`src/rtl/mspt_pkg.sv`:
```
// Package for the multi-slot periodic timer: command codes, sequencer states
// and the request/result payload structs. No dependencies.
`timescale 1ns / 1ps

package mspt_pkg;

    localparam int DEF_NUM_SLOTS  = 8;
    localparam int DEF_COUNT_BITS = 16;

    localparam logic [2:0] CMD_TICK       = 3'd0;
    localparam logic [2:0] CMD_POLL       = 3'd1;
    localparam logic [2:0] CMD_INIT       = 3'd2;
    localparam logic [2:0] CMD_START      = 3'd3;
    localparam logic [2:0] CMD_INIT_START = 3'd4;
    localparam logic [2:0] CMD_STOP       = 3'd5;

    typedef enum logic [1:0] {
        ST_IDLE,
        ST_EXEC,
        ST_POLL,
        ST_FLUSH
    } t_state;

    typedef struct packed {
        logic [2:0]  cmd;
        logic [2:0]  slot;
        logic [31:0] period;
        logic [15:0] repeat_count;
    } t_request;

    typedef struct packed {
        logic [2:0] result_slot;
        logic       expired;
        logic       status;
        logic       last;
    } t_result;

endpackage

```
`src/rtl/mspt_alu.sv`:
```
// Shared arithmetic unit of the timer sequencer: deadline add, expiry compare
// and repeat-count decrement. Depends on mspt_pkg.
`timescale 1ns / 1ps

module mspt_alu
    import mspt_pkg::*;
#(
    parameter int COUNT_BITS = DEF_COUNT_BITS
) (
    input  logic [31:0]           i_tick,
    input  logic [31:0]           i_addend,
    input  logic [31:0]           i_deadline,
    input  logic [COUNT_BITS-1:0] i_remaining,
    output logic [31:0]           o_sum,
    output logic                  o_due,
    output logic [COUNT_BITS-1:0] o_rem_dec,
    output logic                  o_rem_zero,
    output logic                  o_rem_dec_zero
);

    assign o_sum          = i_tick + i_addend;
    assign o_due          = i_tick >= i_deadline;
    assign o_rem_dec      = i_remaining - COUNT_BITS'(1);
    assign o_rem_zero     = i_remaining == '0;
    assign o_rem_dec_zero = i_remaining == COUNT_BITS'(1);

endmodule

```
`src/rtl/mspt_slot_mem.sv`:
```
// Slot table memory: period, deadline and remaining count per slot, one
// write and one registered read per cycle. Depends on mspt_pkg.
`timescale 1ns / 1ps

module mspt_slot_mem
    import mspt_pkg::*;
#(
    parameter int NUM_SLOTS  = DEF_NUM_SLOTS,
    parameter int COUNT_BITS = DEF_COUNT_BITS
) (
    input  logic                           i_clk,
    input  logic                           i_rst_n,
    input  logic                           i_wr_en,
    input  logic [((NUM_SLOTS > 1) ? $clog2(NUM_SLOTS) : 1)-1:0] i_wr_addr,
    input  logic [31:0]                    i_wr_period,
    input  logic [31:0]                    i_wr_deadline,
    input  logic [COUNT_BITS-1:0]          i_wr_remaining,
    input  logic [((NUM_SLOTS > 1) ? $clog2(NUM_SLOTS) : 1)-1:0] i_rd_addr,
    output logic [31:0]                    o_rd_period,
    output logic [31:0]                    o_rd_deadline,
    output logic [COUNT_BITS-1:0]          o_rd_remaining
);

    localparam int ENTRY_W = 64 + COUNT_BITS;

    logic [ENTRY_W-1:0]   r_mem [NUM_SLOTS];
    logic [NUM_SLOTS-1:0] r_written;
    logic [ENTRY_W-1:0]   r_rd_data;
    logic                 r_rd_ok;
    logic [ENTRY_W-1:0]   rd_entry;

    always_ff @(posedge i_clk) begin
        if (i_wr_en) begin
            r_mem[i_wr_addr] <= {i_wr_period, i_wr_deadline, i_wr_remaining};
        end
        r_rd_data <= r_mem[i_rd_addr];
    end

    // Entries never written read as zero
    always_ff @(posedge i_clk) begin
        if (!i_rst_n) begin
            r_written <= '0;
            r_rd_ok   <= 1'b0;
        end else begin
            if (i_wr_en) begin
                r_written[i_wr_addr] <= 1'b1;
            end
            r_rd_ok <= r_written[i_rd_addr];
        end
    end

    assign rd_entry       = r_rd_ok ? r_rd_data : '0;
    assign o_rd_period    = rd_entry[ENTRY_W-1 -: 32];
    assign o_rd_deadline  = rd_entry[ENTRY_W-33 -: 32];
    assign o_rd_remaining = rd_entry[COUNT_BITS-1:0];

endmodule

```
`src/rtl/multi_slot_periodic_timer.sv`:
```
// Top level of the multi-slot periodic timer: command sequencer, tick count
// and active bits. Depends on mspt_pkg, mspt_alu and mspt_slot_mem.
`timescale 1ns / 1ps

// Usage:
//   A request (i_req: cmd, slot, period, repeat_count) is taken at a rising
//   edge where start is high and busy is low.
//   tick:  advances the tick count in the accept cycle; no result, busy stays
//          low, so ticks may come every cycle.
//   init, start, init_start, stop: busy in ST_EXEC while the slot entry
//          is read and updated; the single result (last = 1) is on o_result
//          with o_strobe high in the cycle right after ST_EXEC.
//   poll:  walks the slots with one compare per cycle, then a flush state,
//          busy throughout; the memory read of the next slot overlaps the
//          update of the current one. Each expired slot gives one result; hold
//          it until the next expired slot or the end of the walk, so the final
//          one can carry last = 1. No expired slot means no result.
//   Codes 6 and 7 are ignored and give no result.
//   Results are strobed on o_strobe for exactly one cycle; the receiver cannot
//   stall them and must take each strobe.
//   Reset (synchronous, active low) clears the tick count, all active bits
//   and the written bits of the slot table, so every slot reads as zero.
module multi_slot_periodic_timer
    import mspt_pkg::*;
#(
    parameter int NUM_SLOTS  = DEF_NUM_SLOTS,
    parameter int COUNT_BITS = DEF_COUNT_BITS
) (
    input  logic     i_clk,
    input  logic     i_rst_n,
    input  logic     start,
    input  t_request i_req,
    output logic     busy,
    output logic     o_strobe,
    output t_result  o_result
);

    localparam int SLOT_W = (NUM_SLOTS > 1) ? $clog2(NUM_SLOTS) : 1;

    t_state               r_state, n_state;
    t_request             r_req, n_req;
    logic [SLOT_W-1:0]    r_idx, n_idx;
    logic                 r_pend_vld, n_pend_vld;
    logic [SLOT_W-1:0]    r_pend_slot, n_pend_slot;
    logic [31:0]          r_tick, n_tick;
    logic [NUM_SLOTS-1:0] r_active, n_active;
    logic                 r_strobe, n_strobe;
    t_result              r_out, n_out;

    // Slot table access
    logic                  wr_en;
    logic [SLOT_W-1:0]     wr_addr;
    logic [31:0]           wr_period;
    logic [31:0]           wr_deadline;
    logic [COUNT_BITS-1:0] wr_remaining;
    logic [SLOT_W-1:0]     rd_addr;
    logic [31:0]           rd_period;
    logic [31:0]           rd_deadline;
    logic [COUNT_BITS-1:0] rd_remaining;

    // Shared unit
    logic [31:0]           alu_addend;
    logic [31:0]           alu_sum;
    logic                  alu_due;
    logic [COUNT_BITS-1:0] alu_rem_dec;
    logic                  alu_rem_zero;
    logic                  alu_rem_dec_zero;

    // Command decode helpers
    logic                  slot_ok;
    logic [SLOT_W-1:0]     req_idx;
    logic [COUNT_BITS-1:0] init_rem;
    logic                  status;
    logic                  idx_last;

    mspt_slot_mem #(
        .NUM_SLOTS  (NUM_SLOTS),
        .COUNT_BITS (COUNT_BITS)
    ) u_slot_mem (
        .i_clk          (i_clk),
        .i_rst_n        (i_rst_n),
        .i_wr_en        (wr_en),
        .i_wr_addr      (wr_addr),
        .i_wr_period    (wr_period),
        .i_wr_deadline  (wr_deadline),
        .i_wr_remaining (wr_remaining),
        .i_rd_addr      (rd_addr),
        .o_rd_period    (rd_period),
        .o_rd_deadline  (rd_deadline),
        .o_rd_remaining (rd_remaining)
    );

    mspt_alu #(
        .COUNT_BITS (COUNT_BITS)
    ) u_alu (
        .i_tick         (r_tick),
        .i_addend       (alu_addend),
        .i_deadline     (rd_deadline),
        .i_remaining    (rd_remaining),
        .o_sum          (alu_sum),
        .o_due          (alu_due),
        .o_rem_dec      (alu_rem_dec),
        .o_rem_zero     (alu_rem_zero),
        .o_rem_dec_zero (alu_rem_dec_zero)
    );

    assign slot_ok  = 32'(r_req.slot) < NUM_SLOTS;
    assign req_idx  = SLOT_W'(r_req.slot);
    assign init_rem = COUNT_BITS'(r_req.repeat_count);
    assign idx_last = r_idx == SLOT_W'(NUM_SLOTS - 1);

    always_ff @(posedge i_clk) begin
        if (!i_rst_n) begin
            r_state    <= ST_IDLE;
            r_idx      <= '0;
            r_pend_vld <= 1'b0;
            r_tick     <= '0;
            r_active   <= '0;
            r_strobe   <= 1'b0;
        end else begin
            r_state    <= n_state;
            r_idx      <= n_idx;
            r_pend_vld <= n_pend_vld;
            r_tick     <= n_tick;
            r_active   <= n_active;
            r_strobe   <= n_strobe;
        end
    end

    // Payload registers
    always_ff @(posedge i_clk) begin
        r_req       <= n_req;
        r_pend_slot <= n_pend_slot;
        r_out       <= n_out;
    end

    always_comb begin
        n_state      = r_state;
        n_req        = r_req;
        n_idx        = r_idx;
        n_pend_vld   = r_pend_vld;
        n_pend_slot  = r_pend_slot;
        n_tick       = r_tick;
        n_active     = r_active;
        n_strobe     = 1'b0;
        n_out        = r_out;
        wr_en        = 1'b0;
        wr_addr      = r_idx;
        wr_period    = rd_period;
        wr_deadline  = rd_deadline;
        wr_remaining = rd_remaining;
        rd_addr      = '0;
        alu_addend   = rd_period;
        status       = 1'b0;

        unique case (r_state)
            ST_IDLE: begin
                // Read the addressed slot, or slot zero for a poll
                rd_addr = (i_req.cmd == CMD_POLL) ? '0 : SLOT_W'(i_req.slot);
                if (start) begin
                    unique case (i_req.cmd) inside
                        CMD_TICK: begin
                            n_tick = r_tick + 32'd1;
                        end
                        CMD_POLL: begin
                            n_idx      = '0;
                            n_pend_vld = 1'b0;
                            n_state    = ST_POLL;
                        end
                        CMD_INIT, CMD_START, CMD_INIT_START, CMD_STOP: begin
                            n_req   = i_req;
                            n_state = ST_EXEC;
                        end
                        default: begin
                            // drop unused codes
                        end
                    endcase
                end
            end

            ST_EXEC: begin
                wr_addr = req_idx;
                if (slot_ok) begin
                    unique case (r_req.cmd) inside
                        CMD_INIT: begin
                            wr_en        = 1'b1;
                            wr_period    = r_req.period;
                            wr_deadline  = '0;
                            wr_remaining = init_rem;
                        end
                        CMD_START: begin
                            if (r_active[req_idx]) begin
                                status = 1'b1;
                            end else begin
                                wr_en             = 1'b1;
                                wr_deadline       = alu_sum;
                                n_active[req_idx] = 1'b1;
                            end
                        end
                        CMD_INIT_START: begin
                            alu_addend   = r_req.period;
                            wr_en        = 1'b1;
                            wr_period    = r_req.period;
                            wr_remaining = init_rem;
                            if (r_active[req_idx]) begin
                                // init holds, start refused
                                wr_deadline = '0;
                                status      = 1'b1;
                            end else begin
                                wr_deadline       = alu_sum;
                                n_active[req_idx] = 1'b1;
                            end
                        end
                        CMD_STOP: begin
                            n_active[req_idx] = 1'b0;
                        end
                        default: begin
                        end
                    endcase
                end
                n_strobe = 1'b1;
                n_out    = '{result_slot: r_req.slot, expired: 1'b0,
                             status: status, last: 1'b1};
                n_state  = ST_IDLE;
            end

            ST_POLL: begin
                // Prefetch the next slot while the current one updates
                rd_addr = idx_last ? '0 : r_idx + SLOT_W'(1);
                wr_addr = r_idx;
                if (r_active[r_idx] && alu_due) begin
                    wr_en = 1'b1;
                    if (alu_rem_zero) begin
                        wr_deadline = alu_sum;
                    end else begin
                        wr_remaining = alu_rem_dec;
                        if (alu_rem_dec_zero) begin
                            n_active[r_idx] = 1'b0;
                        end else begin
                            wr_deadline = alu_sum;
                        end
                    end
                    // Release the previous expiry; it is not the final one
                    if (r_pend_vld) begin
                        n_strobe = 1'b1;
                        n_out    = '{result_slot: 3'(r_pend_slot), expired: 1'b1,
                                     status: 1'b0, last: 1'b0};
                    end
                    n_pend_vld  = 1'b1;
                    n_pend_slot = r_idx;
                end
                if (idx_last) begin
                    n_state = ST_FLUSH;
                end else begin
                    n_idx = r_idx + SLOT_W'(1);
                end
            end

            ST_FLUSH: begin
                if (r_pend_vld) begin
                    n_strobe = 1'b1;
                    n_out    = '{result_slot: 3'(r_pend_slot), expired: 1'b1,
                                 status: 1'b0, last: 1'b1};
                end
                n_pend_vld = 1'b0;
                n_state    = ST_IDLE;
            end

            default: begin
                n_state = ST_IDLE;
            end
        endcase
    end

    assign busy     = r_state != ST_IDLE;
    assign o_strobe = r_strobe;
    assign o_result = r_out;

endmodule
```
`config.mk`:
```
export PLATFORM = sky130hd
export DESIGN_NAME = multi_slot_periodic_timer
export DESIGN_NICKNAME = d
export VERILOG_FILES = /design/src/rtl/mspt_pkg.sv /design/src/rtl/mspt_alu.sv /design/src/rtl/mspt_slot_mem.sv /design/src/rtl/multi_slot_periodic_timer.sv
export SDC_FILE = /design/constraint.sdc
export NUM_CORES = 1
export LEC_CHECK = 0
export BUFFER_PORTS_ARGS = -buffer_cell sky130_fd_sc_hd__buf_2
export CAP_MARGIN = 40
export CORE_UTILIZATION = 45
export CTS_BUF_LIST = sky130_fd_sc_hd__clkbuf_2
export DETAILED_ROUTE_END_ITERATION = 10
export PLACE_DENSITY = 0.68
export SKIP_LAST_GASP = 1
export SLEW_MARGIN = 20
export SYNTH_ARGS = -nofsm -noshare
export SYNTH_HDL_FRONTEND = slang
export SYNTH_HIERARCHICAL = 1
export SYNTH_SLANG_ARGS = --single-unit
```
`constraint.sdc`:
```
create_clock -name i_clk -period 8.34 [get_ports i_clk]
set_clock_uncertainty 0.1 [all_clocks]
set_input_delay 0 -clock i_clk [delete_from_list [all_inputs] [get_ports i_clk]]
set_output_delay 0 -clock i_clk [all_outputs]
set_load 0.01 [all_outputs]
```
==> results of run 1 <==
==> registers in the layout, summed over array words and instances (netlist names), named ones only <==
signal / count
u_slot_mem/r_mem: 640
init_rem: 16
o_strobe: 1
r_req: 35
req_idx: 3
r_tick: 32
u_slot_mem/r_rd_data: 80
r_idx: 3
r_pend_vld: 1
r_pend_slot: 3
r_state: 2
u_slot_mem/r_written: 8
u_slot_mem/r_rd_ok: 1
o_result: 6
==> through the flow <==
stage	hold WS [ns]	instances	instance area [um2]
2_1_floorplan	-0.00113	2119	36000
3_3_place_gp	0.0764	3158	37400
3_5_place_dp	0.0781	3170	37700
4_1_cts	0.0215	3711	41200
5_1_grt	0.113	3716	41300
6_report	0.193	3716	41300
==> worst register-to-register path: cells and delay by family (launching register included) <==
kind | cells | cell delay [ns]
AND/OR/NAND/NOR | 6 | 1.89
buffers and inverters | 5 | 1.39
AO/OA/AOI/OAI | 6 | 0.98
flip-flops | 1 | 0.55
adder cells (fa/ha/maj) | 1 | 0.27
==> layout make-up <==
| type | instances | area, um2 | share of cell area (%) |
|---|---|---|---|
| multi-input combinational | 1126 | 11500 | 27.8 |
| tap | 1050 | 1310 | 3.18 |
| timing repair buffer | 268 | 2510 | 6.09 |
| clock buffer | 300 | 1500 | 3.64 |
| sequential | 839 | 23800 | 57.7 |
| clock inverter | 75 | 415 | 1.01 |
| antenna | 3 | 7.51 | 0.0182 |
| inverter | 55 | 206 | 0.500 |
==> power by group through the flow <==
stage                     Sequential (mW)  Clock [mW]  Combinational [mW]
after floorplan                      5.33           0                3.27
after global placement               5.43           0                3.94
after detailed placement             5.43           0                4.09
after CTS                            5.34        2.81                4.16
after global routing                 5.35        3.03                4.49
final                                5.32        2.73                4.19
==> path summary, 6_finish.rpt <==
kind | start | endpoint | slack (ns) | depth (start not counted)
setup / recovery | u_slot_mem/r_rd_ok | u_slot_mem/r_mem[4][25] | 2.70 | 18
hold / removal | i_req[51] | r_req[51] | 0.19 | 3
setup reg to reg | u_slot_mem/r_rd_ok | u_slot_mem/r_mem[4][25] | 2.70 | 18
hold reg to reg | u_slot_mem/r_written[0] | u_slot_mem/r_written[0] | 0.38 | 1
==> kinds of logic (layout without fill, tap and decap cells) <==
group                    Yosys count  in the layout
flip-flops                       839            839
AND/OR/NAND/NOR                  391            391
multiplexers                     326            326
AO/OA/AOI/OAI                    268            268
buffers and inverters            154            698
adder cells (fa/ha/maj)           75             75
XOR/XNOR                          66             66
other                              0              3
==> cells in the final DEF, fill, tap and decap left out, drive strengths merged, types with 74 or more instances in the layout <==
master       instances
edfxtp             703
clkbuf             301
dlygate4sd3        165
mux4               161
mux2               152
dfxtp              136
buf                101
and2                84
nand2               74
ha                  74
==> metal layers <==
layer / share of wire, % / global-route usage (%)
met1: 44 / 27.4
met2: 48 / 33.2
met3: 5.3 / 4.15
met4: 2.2 / 7.14
met5: 0 / 0
==> impl_metrics.yaml, run 1 <==
sta:
  worstMarginPinSlew_ns: 1.00
  fin_ws_ns: 2.70
  fin_crit_sh_pct: 67.7
  min_period_ns: 5.64
  setup_viol: 0
  rsz0062_at_grt: "no"
  drv_slew: 0
  setup_tns_ns: 0
  hold_viol: 0
  maxSlewHeadroom_pct: 33.3
  fmax_ghz: 0.177
synth:
  synth_xor_area_share_pct: 1.61
  synth_area_per_cell_um2: 17.0
  synthArstFlopShare_pct: 0
  synth.distinct_cells: 78
  synthMuxAreaShare_pct: 16.0
  synth_top_family_by_area: "multiplexers"
  yosys.area.top_type: "edfxtp_1"
  synth_most_common_cell: "edfxtp_1"
  synth-simple-area-share_pct: 6.02
  synthTopCellsByCount: "703 x edfxtp_1, 161 x mux4_2, 136 x dfxtp_1"
  ys_top_cells_by_area: "edfxtp_1 59%, mux4_2 10%, dfxtp_1 7.6%"
  synth_cells: 2119
  yosys.area_share.adder_pct: 2.63
  synth_compound_area_share_pct: 5.35
  yosys_warnings: 6
  syn_area_mm2: 0.0360
  ys_seq_area_share_pct: 66.2
  syn-num-nets: 2251
  synth_ff_type: "edfxtp_1"
  synth_edf_count: 703
  synth-seq-cells: 839
  yosys.area.top_type_share_pct: 58.6
power:
  seqPwrFrac_pct: 43.5
  swShare_pct: 32.5
  power.share.clock_pct: 22.3
  p_sw_mw: 3.98
  pwr-share-comb_pct: 34.2
  ir_drop_mv: 0.421
  internal-power_mw: 8.26
  power_per_cell_area_mw_per_mm2: 297
  power_mw: 12.2
  p_leak_nw: 14.8
critical_path:
  cpPeakStageDelay_ns: 0.67
  crit_type: "reg -> reg"
  critical_path_required_ns: 9.15
  critPathMaxFanout: 26
  arrival_ns: 6.45
  crit_path_top_delay_cell: "nor3_4"
  path_cells: "buf_16, buf_4, and2_1, inv_1, ha_1, a21o_1, a21o_1, a21oi_1, o21ai_0, a2111oi_0, nor3_1, buf_2, nand2_1, nor2_1, o21a_1, nand2_1, nor3_4, buf_4"
  path_buf_inv: 5
  end_kind: "flip-flop"
  cpLargestDelayFamily: "simple AND/OR/NAND/NOR gates"
  cp-start-kind: "flip-flop"
floorplanning:
  ios: 65
  die_h_um: 285
  chipWidth_um: 285
  placementRows: 103
  start_util_pct: 45.5
  dieArea_mm2: 0.0812
  core_mm2: 0.0791
cells_and_area:
  fin_nets: 2625
  final_layout_size_suffix_gt1_share_pct: 28.8
  fin_util_pct: 52.2
  area_growth_pct: 14.7
  fill_cells: 6473
cts:
  tritoncts: "yes"
  cts_inserted_buffers: 203
  cts.path.max_buffers: 3
  clkTransAtPathRegs_ns: 0.10
  clock_latency_ns: 1.40
  post_cts_resized: 0
  cts_max_level: 4
  cts.sink_count: 839
  cts_setup_buffers: 0
  hold_buffers: 166
  cts-root-buf: "clkbuf_2"
global_route:
  grt_pass1_vias: 22005
  antenna_found_initial: 3
  grt_overflow: 0
  track_usage_pct: 20.5
  grt_first_pass_wirelength_mm: 127
  grt_max_degree: 116
route:
  wirelength_mm: 81.9
  vias: 20660
  drtIter0Drc: 1671
  dr.pass1.iters: 6
  routedWlPerCell_um: 22.0
  drt_drc_violations_left: 0
  viasPerCell: 5.56
  ant_nets: 0
placed_design:
  io_buffers: 64
  place.detailed.hpwl_mm: 47.7
  dp_slack_ns: 2.46
  place.gp.congestion: 0.838
outcome:
  status: "finished clean"
hold_path:
  hold_class: "in -> reg"
job:
  maxCapViolCount: 0
(Power assumes the default switching activity.)
==> run 2: changes to the inputs <==
clock period = 5 ns   (was 8.34 ns; I/O delays follow)
==> impl_metrics.yaml, run 2 (synthesis results as in run 1) <==
outcome:
  status: "finished clean"
global_route:
  grt_pass1_vias: 21619
  grt_overflow: 0
  grt_use_met1_pct: 26.9
  top_usage_layer: "met2"
  track_usage_pct: 20.2
  grt_first_pass_wirelength_mm: 125
  global_route.usage.met2_pct: 33.3
  antenna_found_initial: 2
  gr-usage-met3_pct: 4.03
  grt_max_degree: 66
power:
  power.share.clock_pct: 22.2
  swShare_pct: 32.5
  seqPwrFrac_pct: 43.2
  power_per_cell_area_mw_per_mm2: 493
  p_leak_nw: 14.9
  pwr-share-comb_pct: 34.6
  p_sw_mw: 6.67
  internal-power_mw: 13.8
  ir_drop_mv: 0.323
critical_path:
  end_kind: "flip-flop"
  crit_type: "reg -> reg"
  crit_path_top_delay_cell: "dfxtp_4"
  arrival_ns: 5.52
  critical_path_required_ns: 5.83
  cp-start-kind: "flip-flop"
  cpPeakStageDelay_ns: 0.54
  critPathMaxFanout: 64
  path_cells: "buf_12, and2_1, inv_1, ha_1, a21o_1, a21o_1, a21oi_1, o21ai_1, a2111oi_0, nor3_1, buf_4, nand2_1, nor2_2, o21a_1, nand2_2, nor3_4, buf_12"
cts:
  hold_buffers: 167
  cts-root-buf: "clkbuf_2"
  cts.path.max_buffers: 3
  clock_latency_ns: 1.44
  cts_inserted_buffers: 204
  cts_max_level: 4
  clkTransAtPathRegs_ns: 0.11
  cts_setup_buffers: 0
  post_cts_resized: 0
  tritoncts: "yes"
  cts.sink_count: 839
route:
  routedWlPerCell_um: 21.7
  viasPerCell: 5.50
  vias: 20596
  wirelength_mm: 81.2
  dr.pass1.iters: 5
  drt_drc_violations_left: 0
  ant_nets: 0
  drtIter0Drc: 1766
cells_and_area:
  area_growth_pct: 15.5
  reg.largest.list: "u_slot_mem/r_mem: 640 flops, u_slot_mem/r_rd_data: 80 flops, r_req: 35 flops"
  layout_commonest_cell: "edfxtp_1"
  fin_area_mm2: 0.0416
  fin_nets: 2647
  mostFrequentLayoutCells: "703 x edfxtp_1, 309 x clkbuf_2, 167 x dlygate4sd3_1"
  fill_cells: 6458
  final_layout_size_suffix_gt1_share_pct: 30.2
  regMostFlops: "u_slot_mem/r_mem"
  largest_reg_flops: 640
job:
  maxCapViolCount: 0
placed_design:
  place_area_mm2: 0.0379
  place.detailed.hpwl_mm: 46.5
  io_buffers: 64
  place.gp.congestion: 0.879
floorplanning:
  chipWidth_um: 285
  die_h_um: 285
  placementRows: 103
  core_mm2: 0.0791
  dieArea_mm2: 0.0812
  start_util_pct: 45.5
  ios: 65
sta:
  drv_slew: 0
  hold_viol: 0
  min_period_ns: 4.70
  worstMarginPinSlew_ns: 0.850
  holdWs_ns: 0.240
  fmax_ghz: 0.213
  fin_crit_sh_pct: 93.9
  setup_viol: 0
  rsz0062_at_grt: "no"
  maxSlewHeadroom_pct: 43.3
hold_path:
  hold_class: "in -> reg"
## run 2: changes by cell type in the layout (fill, tap and decap cells not counted), sizes merged
cell,delta
buf,+21
clkbuf,+8
inv,-3
bufinv,-2
clkinvlp,+2
dlygate4sd3,+2
clkdlybuf4s18,-1
diode,-1
## run 2: cell type report
type                            instances  area [um2]  area share, %
Clock inverter                         72         397          0.954
Antenna cell                            2        5.00         0.0120
Inverter                               55         206          0.496
Clock buffer                          309        1550           3.72
Tap cell                             1050        1310           3.16
Timing Repair Buffer                  289        2760           6.63
Multi-Input combinational cell       1126       11500           27.7
Sequential cell                       839       23800           57.3
## run 2: metrics by stage
| step | worst slack (ns) | power [mW] | setup TNS, ns | utilization (%) | std cells |
|---|---|---|---|---|---|
| floorplan | -0.210 | 14.4 | -95.66 | - | 2119 |
| global placement | 0.334 | 15.8 | 0 | 47.9 | 3188 |
| detailed placement | 0.276 | 16.0 | 0 | 47.9 | 3190 |
| CTS | 0.185 | 20.7 | 0 | 52.5 | 3738 |
| global route | 0.0896 | 21.6 | 0 | 52.6 | 3742 |
| finish | 0.304 | 20.5 | 0 | 52.6 | 3742 |
## run 2: power groups by stage
stage / Clock [mW] / Combinational (mW) / Sequential, mW
finish: 4.55 / 7.10 / 8.85
global route: 5.06 / 7.62 / 8.90
CTS: 4.69 / 7.05 / 8.90
detailed placement: 0 / 6.93 / 9.06
global placement: 0 / 6.76 / 9.06
floorplan: 0 / 5.49 / 8.89
## run 2: layer usage
metal	wire length, um	vias to the layer above
li1	-	9318
met5	0	-
met2	39900	720
met3	4600	93
met1	35400	10465
met4	1280	0
## run 2: final timing paths
path                                start                      end  slack (ns)  depth (start not counted)
hold / removal                    i_rst_n                flip-flop        0.24                          6
setup / recovery       u_slot_mem/r_rd_ok  u_slot_mem/r_mem[4][16]        0.30                         17
hold reg to reg   u_slot_mem/r_written[4]  u_slot_mem/r_written[4]        0.38                          1
setup reg to reg       u_slot_mem/r_rd_ok  u_slot_mem/r_mem[4][16]        0.30                         17
## run 2: critical path: cells and delay by family, from the launching register on
family	cells	cell delay, ns
buffers and inverters	4	0.94
adders and majority gates	1	0.27
AOI/OAI and AO/OA	6	0.92
DFF	1	0.54
and+or+nand+nor	6	1.31
